### src/dar_pkg.sv
// ----------------------------------------------------------------------------
// dar_pkg: shared types and constants for the axis ramp core
// transfer payloads, register set, axis state and fixed scaling constants
// ----------------------------------------------------------------------------
package dar_pkg;

   // register indexes on the csr port
   localparam logic [1:0] CSR_RAMP_STEP         = 2'd0;
   localparam logic [1:0] CSR_STICK_DEADZONE    = 2'd1;
   localparam logic [1:0] CSR_TRIGGER_THRESHOLD = 2'd2;

   localparam int CSR_INDEX_W = 2;
   localparam int CSR_DATA_W  = 15;

   // register reset values
   localparam logic [7:0]  RAMP_STEP_RST         = 8'd20;
   localparam logic [14:0] STICK_DEADZONE_RST    = 15'd8000;
   localparam logic [14:0] TRIGGER_THRESHOLD_RST = 15'd2000;

   // axis constants
   localparam logic [9:0]  WHEEL_CENTRE = 10'h200;
   localparam logic [9:0]  AXIS_SPAN    = 10'h100;
   localparam logic [9:0]  WHEEL_MIN    = 10'h100;
   localparam logic [9:0]  WHEEL_MAX    = 10'h300;
   localparam logic [8:0]  PEDAL_MAX    = 9'h100;
   localparam logic [15:0] FULL_SCALE   = 16'd32767;

   // key_actions bit positions
   localparam int KEY_COIN    = 0;
   localparam int KEY_START   = 1;
   localparam int KEY_SERVICE = 2;
   localparam int KEY_TEST    = 3;
   localparam int KEY_LEFT    = 4;
   localparam int KEY_RIGHT   = 5;
   localparam int KEY_FWD     = 6;
   localparam int KEY_BWD     = 7;
   localparam int KEY_LTRIG   = 8;
   localparam int KEY_RTRIG   = 9;

   // pad_buttons bit positions
   localparam int PAD_START     = 0;
   localparam int PAD_A         = 1;
   localparam int PAD_Y         = 2;
   localparam int PAD_BACK      = 3;
   localparam int PAD_X         = 4;
   localparam int PAD_LSHOULDER = 5;
   localparam int PAD_B         = 6;
   localparam int PAD_RSHOULDER = 7;

   // func codes
   localparam logic FUNC_FRAME   = 1'b0;
   localparam logic FUNC_NEUTRAL = 1'b1;

   typedef struct packed {
      logic               func;
      logic [9:0]         key_actions;
      logic               pad_present;
      logic signed [15:0] stick_x;
      logic [14:0]        rtrig_level;
      logic [14:0]        ltrig_level;
      logic [7:0]         pad_buttons;
   } req_payload_type;

   typedef struct packed {
      logic [5:0] button_bits;
      logic [9:0] wheel_out;
      logic [8:0] pedal_fwd_out;
      logic [8:0] pedal_bwd_out;
   } rsp_payload_type;

   typedef struct packed {
      logic [7:0]  ramp_step;
      logic [14:0] stick_deadzone;
      logic [14:0] trigger_threshold;
   } cfg_type;

   typedef struct packed {
      logic [9:0] wheel;
      logic [8:0] fwd;
      logic [8:0] bwd;
   } axis_state_type;

endpackage

### src/dar_scale.sv
// ----------------------------------------------------------------------------
// dar_scale: reading times 256 over full scale
// floor(mag * 256 / 32767) for mag up to 32768, by shift and one correction
// ----------------------------------------------------------------------------
module dar_scale (
   input  logic [15:0] mag,
   output logic [8:0]  scaled
);
   import dar_pkg::*;

   logic [8:0]  quot_est;
   logic [15:0] rem_est;
   logic        carry;

   // 32767 = 2^15 - 1, so remainder of the shift estimate is low bits plus quotient
   assign quot_est = mag[15:7];
   assign rem_est  = {1'b0, mag[6:0], 8'd0} + {7'd0, quot_est};
   assign carry    = (rem_est >= FULL_SCALE);
   assign scaled   = quot_est + {8'd0, carry};

endmodule

### src/dar_axis_calc.sv
// ----------------------------------------------------------------------------
// dar_axis_calc: per-frame axis update
// key ramp, pad override, clamp, button merge and neutral reset for one item
// ----------------------------------------------------------------------------
module dar_axis_calc (
   input  dar_pkg::req_payload_type item,
   input  dar_pkg::cfg_type         cfg,
   input  dar_pkg::axis_state_type  state_cur,
   output dar_pkg::axis_state_type  state_next,
   output dar_pkg::rsp_payload_type result
);
   import dar_pkg::*;

   function automatic logic [9:0] move_toward(input logic [9:0] cur,
                                              input logic [9:0] goal,
                                              input logic [7:0] step);
      logic [9:0] res;
      begin
         res = cur;
         if (cur < goal) begin
            res = ((goal - cur) < {2'd0, step}) ? goal : cur + {2'd0, step};
         end else if (cur > goal) begin
            res = ((cur - goal) < {2'd0, step}) ? goal : cur - {2'd0, step};
         end
         move_toward = res;
      end
   endfunction

   logic [9:0]  wheel_goal;
   logic [9:0]  wheel_ramp;
   logic [9:0]  fwd_ramp;
   logic [9:0]  bwd_ramp;
   logic [15:0] stick_mag;
   logic [8:0]  stick_scaled;
   logic [8:0]  fwd_scaled;
   logic [8:0]  bwd_scaled;
   logic [9:0]  wheel_sel;
   logic [8:0]  fwd_sel;
   logic [8:0]  bwd_sel;
   logic [5:0]  buttons;
   logic [7:0]  pb;

   assign stick_mag = item.stick_x[15] ? (~item.stick_x + 16'd1) : item.stick_x;

   dar_scale u_scale_stick (.mag(stick_mag),                 .scaled(stick_scaled));
   dar_scale u_scale_fwd   (.mag({1'b0, item.rtrig_level}),  .scaled(fwd_scaled));
   dar_scale u_scale_bwd   (.mag({1'b0, item.ltrig_level}),  .scaled(bwd_scaled));

   always_comb begin
      wheel_goal = WHEEL_CENTRE;
      if (item.key_actions[KEY_RIGHT] && !item.key_actions[KEY_LEFT]) begin
         wheel_goal = WHEEL_CENTRE + AXIS_SPAN;
      end else if (item.key_actions[KEY_LEFT] && !item.key_actions[KEY_RIGHT]) begin
         wheel_goal = WHEEL_CENTRE - AXIS_SPAN;
      end

      wheel_ramp = move_toward(state_cur.wheel, wheel_goal, cfg.ramp_step);
      fwd_ramp   = move_toward({1'b0, state_cur.fwd},
                               item.key_actions[KEY_FWD] ? {1'b0, PEDAL_MAX} : 10'd0,
                               cfg.ramp_step);
      bwd_ramp   = move_toward({1'b0, state_cur.bwd},
                               item.key_actions[KEY_BWD] ? {1'b0, PEDAL_MAX} : 10'd0,
                               cfg.ramp_step);

      wheel_sel = wheel_ramp;
      fwd_sel   = fwd_ramp[8:0];
      bwd_sel   = bwd_ramp[8:0];

      buttons = {item.key_actions[KEY_RTRIG], item.key_actions[KEY_LTRIG],
                 item.key_actions[KEY_START], item.key_actions[KEY_TEST],
                 item.key_actions[KEY_SERVICE], item.key_actions[KEY_COIN]};
      pb = item.pad_buttons;

      if (item.pad_present) begin
         if (stick_mag > {1'b0, cfg.stick_deadzone}) begin
            wheel_sel = item.stick_x[15] ? WHEEL_CENTRE - {1'b0, stick_scaled}
                                         : WHEEL_CENTRE + {1'b0, stick_scaled};
         end
         if (item.rtrig_level > cfg.trigger_threshold) begin
            fwd_sel = fwd_scaled;
         end
         if (item.ltrig_level > cfg.trigger_threshold) begin
            bwd_sel = bwd_scaled;
         end
         buttons[3] = buttons[3] | pb[PAD_START] | pb[PAD_A] | pb[PAD_Y];
         buttons[0] = buttons[0] | pb[PAD_BACK];
         buttons[4] = buttons[4] | pb[PAD_X] | pb[PAD_LSHOULDER];
         buttons[5] = buttons[5] | pb[PAD_B] | pb[PAD_RSHOULDER];
      end

      if (wheel_sel < WHEEL_MIN) begin
         wheel_sel = WHEEL_MIN;
      end
      if (wheel_sel > WHEEL_MAX) begin
         wheel_sel = WHEEL_MAX;
      end
      if (fwd_sel > PEDAL_MAX) begin
         fwd_sel = PEDAL_MAX;
      end
      if (bwd_sel > PEDAL_MAX) begin
         bwd_sel = PEDAL_MAX;
      end

      if (item.func == FUNC_NEUTRAL) begin
         state_next.wheel = WHEEL_CENTRE;
         state_next.fwd   = 9'd0;
         state_next.bwd   = 9'd0;
         result.button_bits = 6'd0;
      end else begin
         state_next.wheel = wheel_sel;
         state_next.fwd   = fwd_sel;
         state_next.bwd   = bwd_sel;
         result.button_bits = buttons;
      end
      result.wheel_out     = state_next.wheel;
      result.pedal_fwd_out = state_next.fwd;
      result.pedal_bwd_out = state_next.bwd;
   end

endmodule

### src/dar_csr.sv
// ----------------------------------------------------------------------------
// dar_csr: configuration registers
// ramp step, stick deadzone and trigger threshold, written over the csr port
// ----------------------------------------------------------------------------
module dar_csr (
   input  logic                               clock,
   input  logic                               reset,
   input  logic                               wr_en,
   input  logic [dar_pkg::CSR_INDEX_W-1:0]    wr_index,
   input  logic [dar_pkg::CSR_DATA_W-1:0]     wr_data,
   output dar_pkg::cfg_type                   cfg
);
   import dar_pkg::*;

   cfg_type cfg_ff;
   cfg_type cfg_in;

   always_comb begin
      cfg_in = cfg_ff;
      if (wr_en) begin
         case (wr_index)
            CSR_RAMP_STEP:         cfg_in.ramp_step         = wr_data[7:0];
            CSR_STICK_DEADZONE:    cfg_in.stick_deadzone    = wr_data;
            CSR_TRIGGER_THRESHOLD: cfg_in.trigger_threshold = wr_data;
            default:               cfg_in = cfg_ff;
         endcase
      end
   end

   always_ff @(posedge clock) begin
      if (reset) begin
         cfg_ff.ramp_step         <= RAMP_STEP_RST;
         cfg_ff.stick_deadzone    <= STICK_DEADZONE_RST;
         cfg_ff.trigger_threshold <= TRIGGER_THRESHOLD_RST;
      end else begin
         cfg_ff <= cfg_in;
      end
   end

   assign cfg = cfg_ff;

endmodule

### src/digital_to_analog_axis_ramp_core.sv
// ----------------------------------------------------------------------------
// digital_to_analog_axis_ramp_core: key and pad to analog wheel and pedals
// held keys ramp the wheel and pedals; a pad stick or trigger sets them directly
// ----------------------------------------------------------------------------
//
//  channel | direction | handshake           | payload
//  --------+-----------+---------------------+-------------------------------
//  req     | in        | req_valid/req_stall | req_payload (frame item)
//  rsp     | out       | rsp_valid/rsp_stall | rsp_payload (axes and buttons)
//  csr     | in        | csr_valid/csr_ready | csr_index, csr_wdata
//
//  one item per clock sustained while rsp_stall is low; an item waits in the input
//  register and its result loads into the output register once the output slot frees
//  the axis state register closes the only loop, updated as each result loads
//  a stalled output holds its result and stalls the input register behind it
//  synchronous active-high reset: empty pipeline, wheel 512, pedals 0,
//  registers at step 20, deadzone 8000, threshold 2000
//
module digital_to_analog_axis_ramp_core (
   input  logic                              clock,
   input  logic                              reset,
   // input transfers
   input  logic                              req_valid,
   output logic                              req_stall,
   input  dar_pkg::req_payload_type          req_payload,
   // result transfers
   output logic                              rsp_valid,
   input  logic                              rsp_stall,
   output dar_pkg::rsp_payload_type          rsp_payload,
   // configuration writes
   input  logic                              csr_valid,
   output logic                              csr_ready,
   input  logic [dar_pkg::CSR_INDEX_W-1:0]   csr_index,
   input  logic [dar_pkg::CSR_DATA_W-1:0]    csr_wdata
);
   import dar_pkg::*;

   cfg_type         cfg;

   // input register
   logic            in_valid_ff;
   logic            in_valid_in;
   req_payload_type in_data_ff;

   // output register
   logic            out_valid_ff;
   logic            out_valid_in;
   rsp_payload_type out_data_ff;

   // axis state carried from frame to frame
   axis_state_type  state_ff;
   axis_state_type  state_in;
   rsp_payload_type calc_result;

   logic            out_free;
   logic            advance;
   logic            in_take;

   // configuration is always accepted
   assign csr_ready = 1'b1;

   dar_csr u_csr (
      .clock    (clock),
      .reset    (reset),
      .wr_en    (csr_valid),
      .wr_index (csr_index),
      .wr_data  (csr_wdata),
      .cfg      (cfg)
   );

   dar_axis_calc u_calc (
      .item       (in_data_ff),
      .cfg        (cfg),
      .state_cur  (state_ff),
      .state_next (state_in),
      .result     (calc_result)
   );

   // output slot frees when empty or when its result transfers this cycle
   assign out_free  = !out_valid_ff || !rsp_stall;
   assign advance   = in_valid_ff && out_free;
   assign req_stall = in_valid_ff && !out_free;
   assign in_take   = req_valid && !req_stall;

   always_comb begin
      in_valid_in = in_valid_ff;
      if (in_take) begin
         in_valid_in = 1'b1;
      end else if (advance) begin
         in_valid_in = 1'b0;
      end

      out_valid_in = out_valid_ff;
      if (advance) begin
         out_valid_in = 1'b1;
      end else if (!rsp_stall) begin
         out_valid_in = 1'b0;
      end
   end

   // control and axis state
   always_ff @(posedge clock) begin
      if (reset) begin
         in_valid_ff    <= 1'b0;
         out_valid_ff   <= 1'b0;
         state_ff.wheel <= WHEEL_CENTRE;
         state_ff.fwd   <= 9'd0;
         state_ff.bwd   <= 9'd0;
      end else begin
         in_valid_ff  <= in_valid_in;
         out_valid_ff <= out_valid_in;
         if (advance) begin
            state_ff <= state_in;
         end
      end
   end

   // payload registers, no reset needed
   always_ff @(posedge clock) begin
      if (in_take) begin
         in_data_ff <= req_payload;
      end
      if (advance) begin
         out_data_ff <= calc_result;
      end
   end

   assign rsp_valid   = out_valid_ff;
   assign rsp_payload = out_data_ff;

endmodule
### config.mk
export PLATFORM = sky130hd
export DESIGN_NAME = digital_to_analog_axis_ramp_core
export DESIGN_NICKNAME = d
export VERILOG_FILES = /design/src/dar_pkg.sv /design/src/dar_scale.sv /design/src/dar_axis_calc.sv /design/src/dar_csr.sv /design/src/digital_to_analog_axis_ramp_core.sv
export SDC_FILE = /design/constraint.sdc
export NUM_CORES = 1
export LEC_CHECK = 0
export BUFFER_PORTS_ARGS = -buffer_cell sky130_fd_sc_hd__buf_2
export CELL_PAD_IN_SITES_DETAIL_PLACEMENT = 0
export CELL_PAD_IN_SITES_GLOBAL_PLACEMENT = 1
export CORE_MARGIN = 4
export CORE_UTILIZATION = 50
export CTS_CLUSTER_SIZE = 8
export DETAILED_ROUTE_END_ITERATION = 6
export PLACE_DENSITY_LB_ADDON = 0.25
export SLEW_MARGIN = 25
export SYNTH_ARGS = -nofsm -noshare
export SYNTH_HDL_FRONTEND = slang
export SYNTH_SLANG_ARGS = --single-unit
### constraint.sdc
create_clock -name clock -period 13.8 [get_ports clock]
set_clock_uncertainty 0.15 [all_clocks]
set_input_delay 0.69 -clock clock [delete_from_list [all_inputs] [get_ports clock]]
set_output_delay 0.69 -clock clock [all_outputs]
set_load 0.01 [all_outputs]
# Yosys cells after proc, flatten, opt, wreduce, memory -nomap -nowiden
# Cells that the tools add are included.
# W data, S select, Z words.
totals:
  ff_bits: 168
  input_bits: 88
  out_inout_bits: 37
  word_cells: 126
classes:
  addsub: 21
  magnitude_cmp: 22
  eq_ne: 3
  muxes: 35
  bitwise_logic: 9
  n_reduce_logical: 17
ops:
  columns: ["operator", "n"]
  rows:
  - ["$mux W9", 16]
  - ["$mux W10", 11]
  - ["$lt A10 B8 Y1", 6]
  - ["$ge A16 B15 Y1 const B", 3]
  - ["$add A15 B8 Y16", 2]
  - ["$gt A15 B15 Y1", 2]
  - ["$mux W28", 1]
  - ["$gt A9 B10 Y1", 2]
  - ["$lt A9 B10 Y1", 2]
  - ["$sub A10 B10 Y10", 2]
  - ["$sub A10 B9 Y10", 2]
  - ["$sub A9 B10 Y10", 2]
  - ["$add A8 B1 Y9", 2]
  - ["$add A9 B8 Y9", 2]
  - ["$gt A9 B9 Y1 const B", 2]
  - ["$sub A9 B8 Y9", 2]
  - ["$add A15 B9 Y16", 1]
  - ["$add A16 B1 Y16 const B", 1]
  - ["$gt A16 B15 Y1", 1]
  - ["$mux W16", 1]
  - ["$not A16 Y16", 1]
  - ["$add A10 B8 Y10", 1]
  - ["$add A10 B9 Y10 const A", 1]
  - ["$gt A10 B10 Y1", 1]
  - ["other kinds (18)", 40]

# Logic depth before layout (Yosys ltp)
depth:
  depth_word: 16
  mapped_depth: 27
  ltp_nobuf: 24

# Modules after synthesis
# From an unflattened synthesis, not the netlist that was laid out.
unflattened:
  hier_cells: 1305
  hier_area_um2: 12738.5
by_module_without_submodules:
  columns: ["module", "instances", "cells_per_inst", "area_each_um2", "seq_area_each_um2"]
  rows:
  - ["dar_axis_calc", 1, 834, 6069.6, 0.0]
  - ["digital_to_analog_axis_ramp_core", 1, 233, 4345.4, 3603.5]
  - ["dar_csr", 1, 151, 1580.3, 760.7]
  - ["dar_scale", 3, 29, 247.7, 0.0]

# Least setup slack after synthesis
# No wires, ideal clock.
synth_timing:
  kind: "reg2reg"
  start: "reg in_data_ff[41] (netlist name)"
  end: "reg out_data_ff (netlist bit rsp_payload[20]) (data pin)"
  setup_time_ns: 0.182
  arrival_time_ns: 5.444
  required_time_ns: 13.468
  slack_ns: 8.024
  path_stages_with_launch: 26
  path_buffers: 2
  period_less_slack_ns: 5.776
  path_cell_list: "edfxtp_1 > nor4_4 > buf_6 > nand4_1 > or3_4 > inv_1 > ha_1 > ha_1 > xor2_1 > nand3_1 > a21oi_1 > nand4_1 > o32ai_1 > and4_1 > ha_1 > ha_1 > or3b_2 > clkbuf_1 > o311ai_0 > o21ai_0 > a21o_1 > a21oi_1 > o211ai_1 > nor4_1 > a211oi_2 > nor4b_1"
synth_rtl:
  columns: ["element", "line", "rtl"]
  rows:
  - ["start: declaration", "digital_to_analog_axis_ramp_core.sv:43", "req_payload_type in_data_ff;"]
  - ["start signal: assignment", "digital_to_analog_axis_ramp_core.sv:121", "in_data_ff <= req_payload;"]
  - ["end signal: assignment", "digital_to_analog_axis_ramp_core.sv:124", "out_data_ff <= calc_result;"]
  - ["end: declaration", "digital_to_analog_axis_ramp_core.sv:48", "rsp_payload_type out_data_ff;"]

==> impl_metrics.json <==
{
  "final.setup.tns_ps": 0,
  "port_buffers": 123,
  "synth_nets": 1613,
  "rsz0062_at_grt": "false",
  "final_cell_mix": "135 x ha_1, 123 x buf_2, 119 x nand2_1",
  "max-cap-violations": 0,
  "ctsHoldBuffers": 0,
  "crit_path_frequent_cell": "ha_1",
  "yosys_most_used_dff": "edfxtp_1",
  "clk_pin_slew_ps": 80,
  "crit_arrival_ps": 6980,
  "met1_length_um": 16440,
  "avgViaCountPerCell": 5.983,
  "dr_wl_met3_um": 2160,
  "grtUsageTotal": 0.2521,
  "io-pin-count": 125,
  "p_leak_uw": 0.005859,
  "fill_cells": 2341,
  "syn-cell-area_um2": 12710,
  "cp-start-kind": "flop",
  "powerDensity_nw_per_um2": 104.9,
  "synth.distinct_cells": 103,
  "async_flop_share": 0,
  "die-width_um": 167.4,
  "hold_end": "in_data_ff[13]",
  "yosys-top-cells-area": "edfxtp_1 24%, ha_1 13%, dfxtp_1 11%",
  "cts_inserted_buffers": 17,
  "synth_largest_area_cell": "edfxtp_1",
  "dr.max_layer_used": "met5",
  "post_cts_buffers": 0,
  "yosysSeqAreaShare": 0.3435,
  "coreArea_um2": 25110,
  "hold_path_class": "primary input to flop",
  "yosys.area_share.adder": 0.1471,
  "root_buffer": "clkbuf_16",
  "cp-end-kind": "flop",
  "peakVddDrop_mv": 0.06635,
  "hold_depth": 1,
  "slew_headroom": 0.3059,
  "synth_compound_area_frac": 0.2030,
  "grt_max_degree": 62,
  "hp-start": "req_payload[13]",
  "finalMaxSlewViolations": 0,
  "finalCriticalPeriod_ps": 6906,
  "crit_chain": "nor4_4 -> nand4_1 -> or3_4 -> inv_1 -> ha_1 -> ha_1 -> xor2_1 -> nand3_1 -> a21oi_1 -> nand4_1 -> o32ai_1 -> and4_1 -> ha_1 -> ha_1 -> or3b_2 -> o311ai_0 -> o21ai_0 -> a21o_1 -> a21oi_1 -> o211ai_1 -> nor4_1 -> a211oi_2 -> nor4b_1",
  "drt_iter0_drc": 792,
  "crit_buf_inv": 1,
  "synthSimpleGateAreaFrac": 0.1903,
  "syn2layout_area_growth_pct": 11.21,
  "detail-route-antenna-nets": 0,
  "cpPeakStageDelay_ps": 780,
  "chipHeight_um": 167.4,
  "fin_nets": 1721,
  "regToRegStartpoint": "in_data_ff[41]",
  "synth_top_family_by_area": "compound AO/OA/AOI/OAI gates",
  "worst_pin_slew_ps": 1028,
  "dr.pass1.iters": 5,
  "outcome": "finished, final reports clean",
  "grt_pass1_vias": 10563,
  "whs_ps": 276.9,
  "htreeDepth": 4,
  "place_congestion": 0.9249,
  "yosysTopAreaCellShare": 0.2363,
  "initial_core_util": 0.5060,
  "diodes": 0,
  "synth-xor-area-share": 0.04815,
  "regArea_um2": 4364,
  "finalHoldViolCount": 0,
  "grt-ovfl-total": 0,
  "crit_type": "flop to flop",
  "avgSynthCellArea_um2": 9.201,
  "num_rows": 58,
  "multi_input_area_um2": 7650,
  "regToRegSetupSlack_ps": 6890,
  "yosys_warnings": 0,
  "grt_antenna_before_repair": 1,
  "wl_met2_um": 16380,
  "drc": 0,
  "cts_resized": 0,
  "wirelength_um": 35620,
  "rr_endpoint": "rsp_payload[20]",
  "post-route-period-util": 0.5005,
  "die_area_um2": 28030,
  "finalSetupViolations": 0,
  "synthMuxAreaShare": 0.01142,
  "via_count": 10960,
  "clock-sinks": 168,
  "cp_max_fo": 16,
  "synth_edf_count": 100,
  "cts_tree": "yes",
  "max_freq_mhz": 144.8,
  "cp_slowest_cell": "nor4_4",
  "drive_above_1_share": 0.1511,
  "ys_ff_latch": 168,
  "drt-wirelength-per-cell_um": 19.44,
  "reg2reg_depth": 23,
  "final_common_cell": "ha_1",
  "cts_buffer_depth": 2,
  "postSynthCellCount": 1381,
  "insertion_delay_ps": 430,
  "grt_pass1_wl_um": 57060,
  "critical-path-top-delay-family": "simple AND/OR/NAND/NOR gates",
  "dp_hpwl_um": 27050,
  "worstPathRequired_ps": 13870
}
==> layer usage <==
| metal | GRT usage | vias to the layer above |
|---|---|---|
| met5 | 0 | - |
| met1 | 0.3605 | 5257 |
| met2 | 0.4094 | 341 |
| met3 | 0.03352 | 46 |
| li1 | - | 5314 |
| met4 | 0.05822 | 2 |
==> kinds of logic (layout without fill, tap and decap cells) <==
family,after synthesis,count (layout)
DFF,168,168
AOI/OAI and AO/OA,371,371
buffers and inverters,154,275
other,1,1
adders and majority gates,144,144
and+or+nand+nor,463,463
muxes,14,14
xor gates and xnor gates,66,66
==> final cells by class <==
| type | count | area share |
|---|---|---|
| Clock inverter | 14 | 0.01169 |
| Clock buffer | 18 | 0.03037 |
| Sequential cell | 168 | 0.3089 |
| Timing Repair Buffer | 134 | 0.04941 |
| Inverter | 109 | 0.02904 |
| Multi-Input combinational cell | 1059 | 0.5414 |
| Tap cell | 330 | 0.02922 |
==> worst register-to-register path: stages, from the launching register on <==
cell and delay, ps:
edfxtp_1 480, nor4_4 780, nand4_1 160, or3_4 420
inv_1 180, ha_1 210, ha_1 160, xor2_1 160
nand3_1 100, a21oi_1 120, nand4_1 100, o32ai_1 220
and4_1 210, ha_1 300, ha_1 390, or3b_2 550
o311ai_0 330, o21ai_0 180, a21o_1 180, a21oi_1 190
o211ai_1 110, nor4_1 480, a211oi_2 210, nor4b_1 320
==> flip-flops by register name, summed over array words and instances, names as in the netlist <==
register and count:
state_ff 28, u_csr.cfg 38, rsp_payload 34, in_valid_ff 1
rsp_valid 1, in_data_ff 66
==> where the power goes <==
part	leakage [uW]	internal, uW	switching (uW)
combinational	0.00406	152	244
clock	0.000283	273	224
sequential	0.00152	563	26.1
==> cells in the mapped netlist (18+ instances only) <==
cell type  count
nor3_1        42
inv_1        105
nand3_1       29
nor2b_1       29
xor2_1        20
o21ai_0       63
xnor2_1       43
nand2b_1      18
nor2_1       101
o21a_1        24
nand4_1       19
nand2_1      119
a21oi_1       91
edfxtp_1     100
dfxtp_1       68
ha_1         135
o31ai_1       21
clkbuf_1      25
==> per-stage QoR <==
stage / std cells / area (um2) / power, uW / utilization / setup WS, ps
after floorplan: 1381 / 12710 / 883.2 / - / 8024
after global placement: 1800 / 13520 / 983.1 / 0.5386 / 7289
after detailed placement: 1800 / 13520 / 988.7 / 0.5386 / 7101
after CTS: 1832 / 14120 / 1483 / 0.5622 / 7031
after global routing: 1832 / 14130 / 1559 / 0.5627 / 6297
final: 1832 / 14130 / 1482 / 0.5627 / 6894
==> worst max-delay path by stage <==
stage | endpoint | startpoint | depth (start not counted)
global placement | rsp_payload[20] | in_data_ff[41] | 23
floorplan | rsp_payload[20] | in_data_ff[41] | 25
detailed placement | rsp_payload[20] | in_data_ff[41] | 23
global route | rsp_payload[20] | in_data_ff[41] | 23
CTS | rsp_payload[20] | in_data_ff[41] | 23
finish | rsp_payload[20] | in_data_ff[41] | 23
No activity file was read; power rests on OpenSTA's default activity.
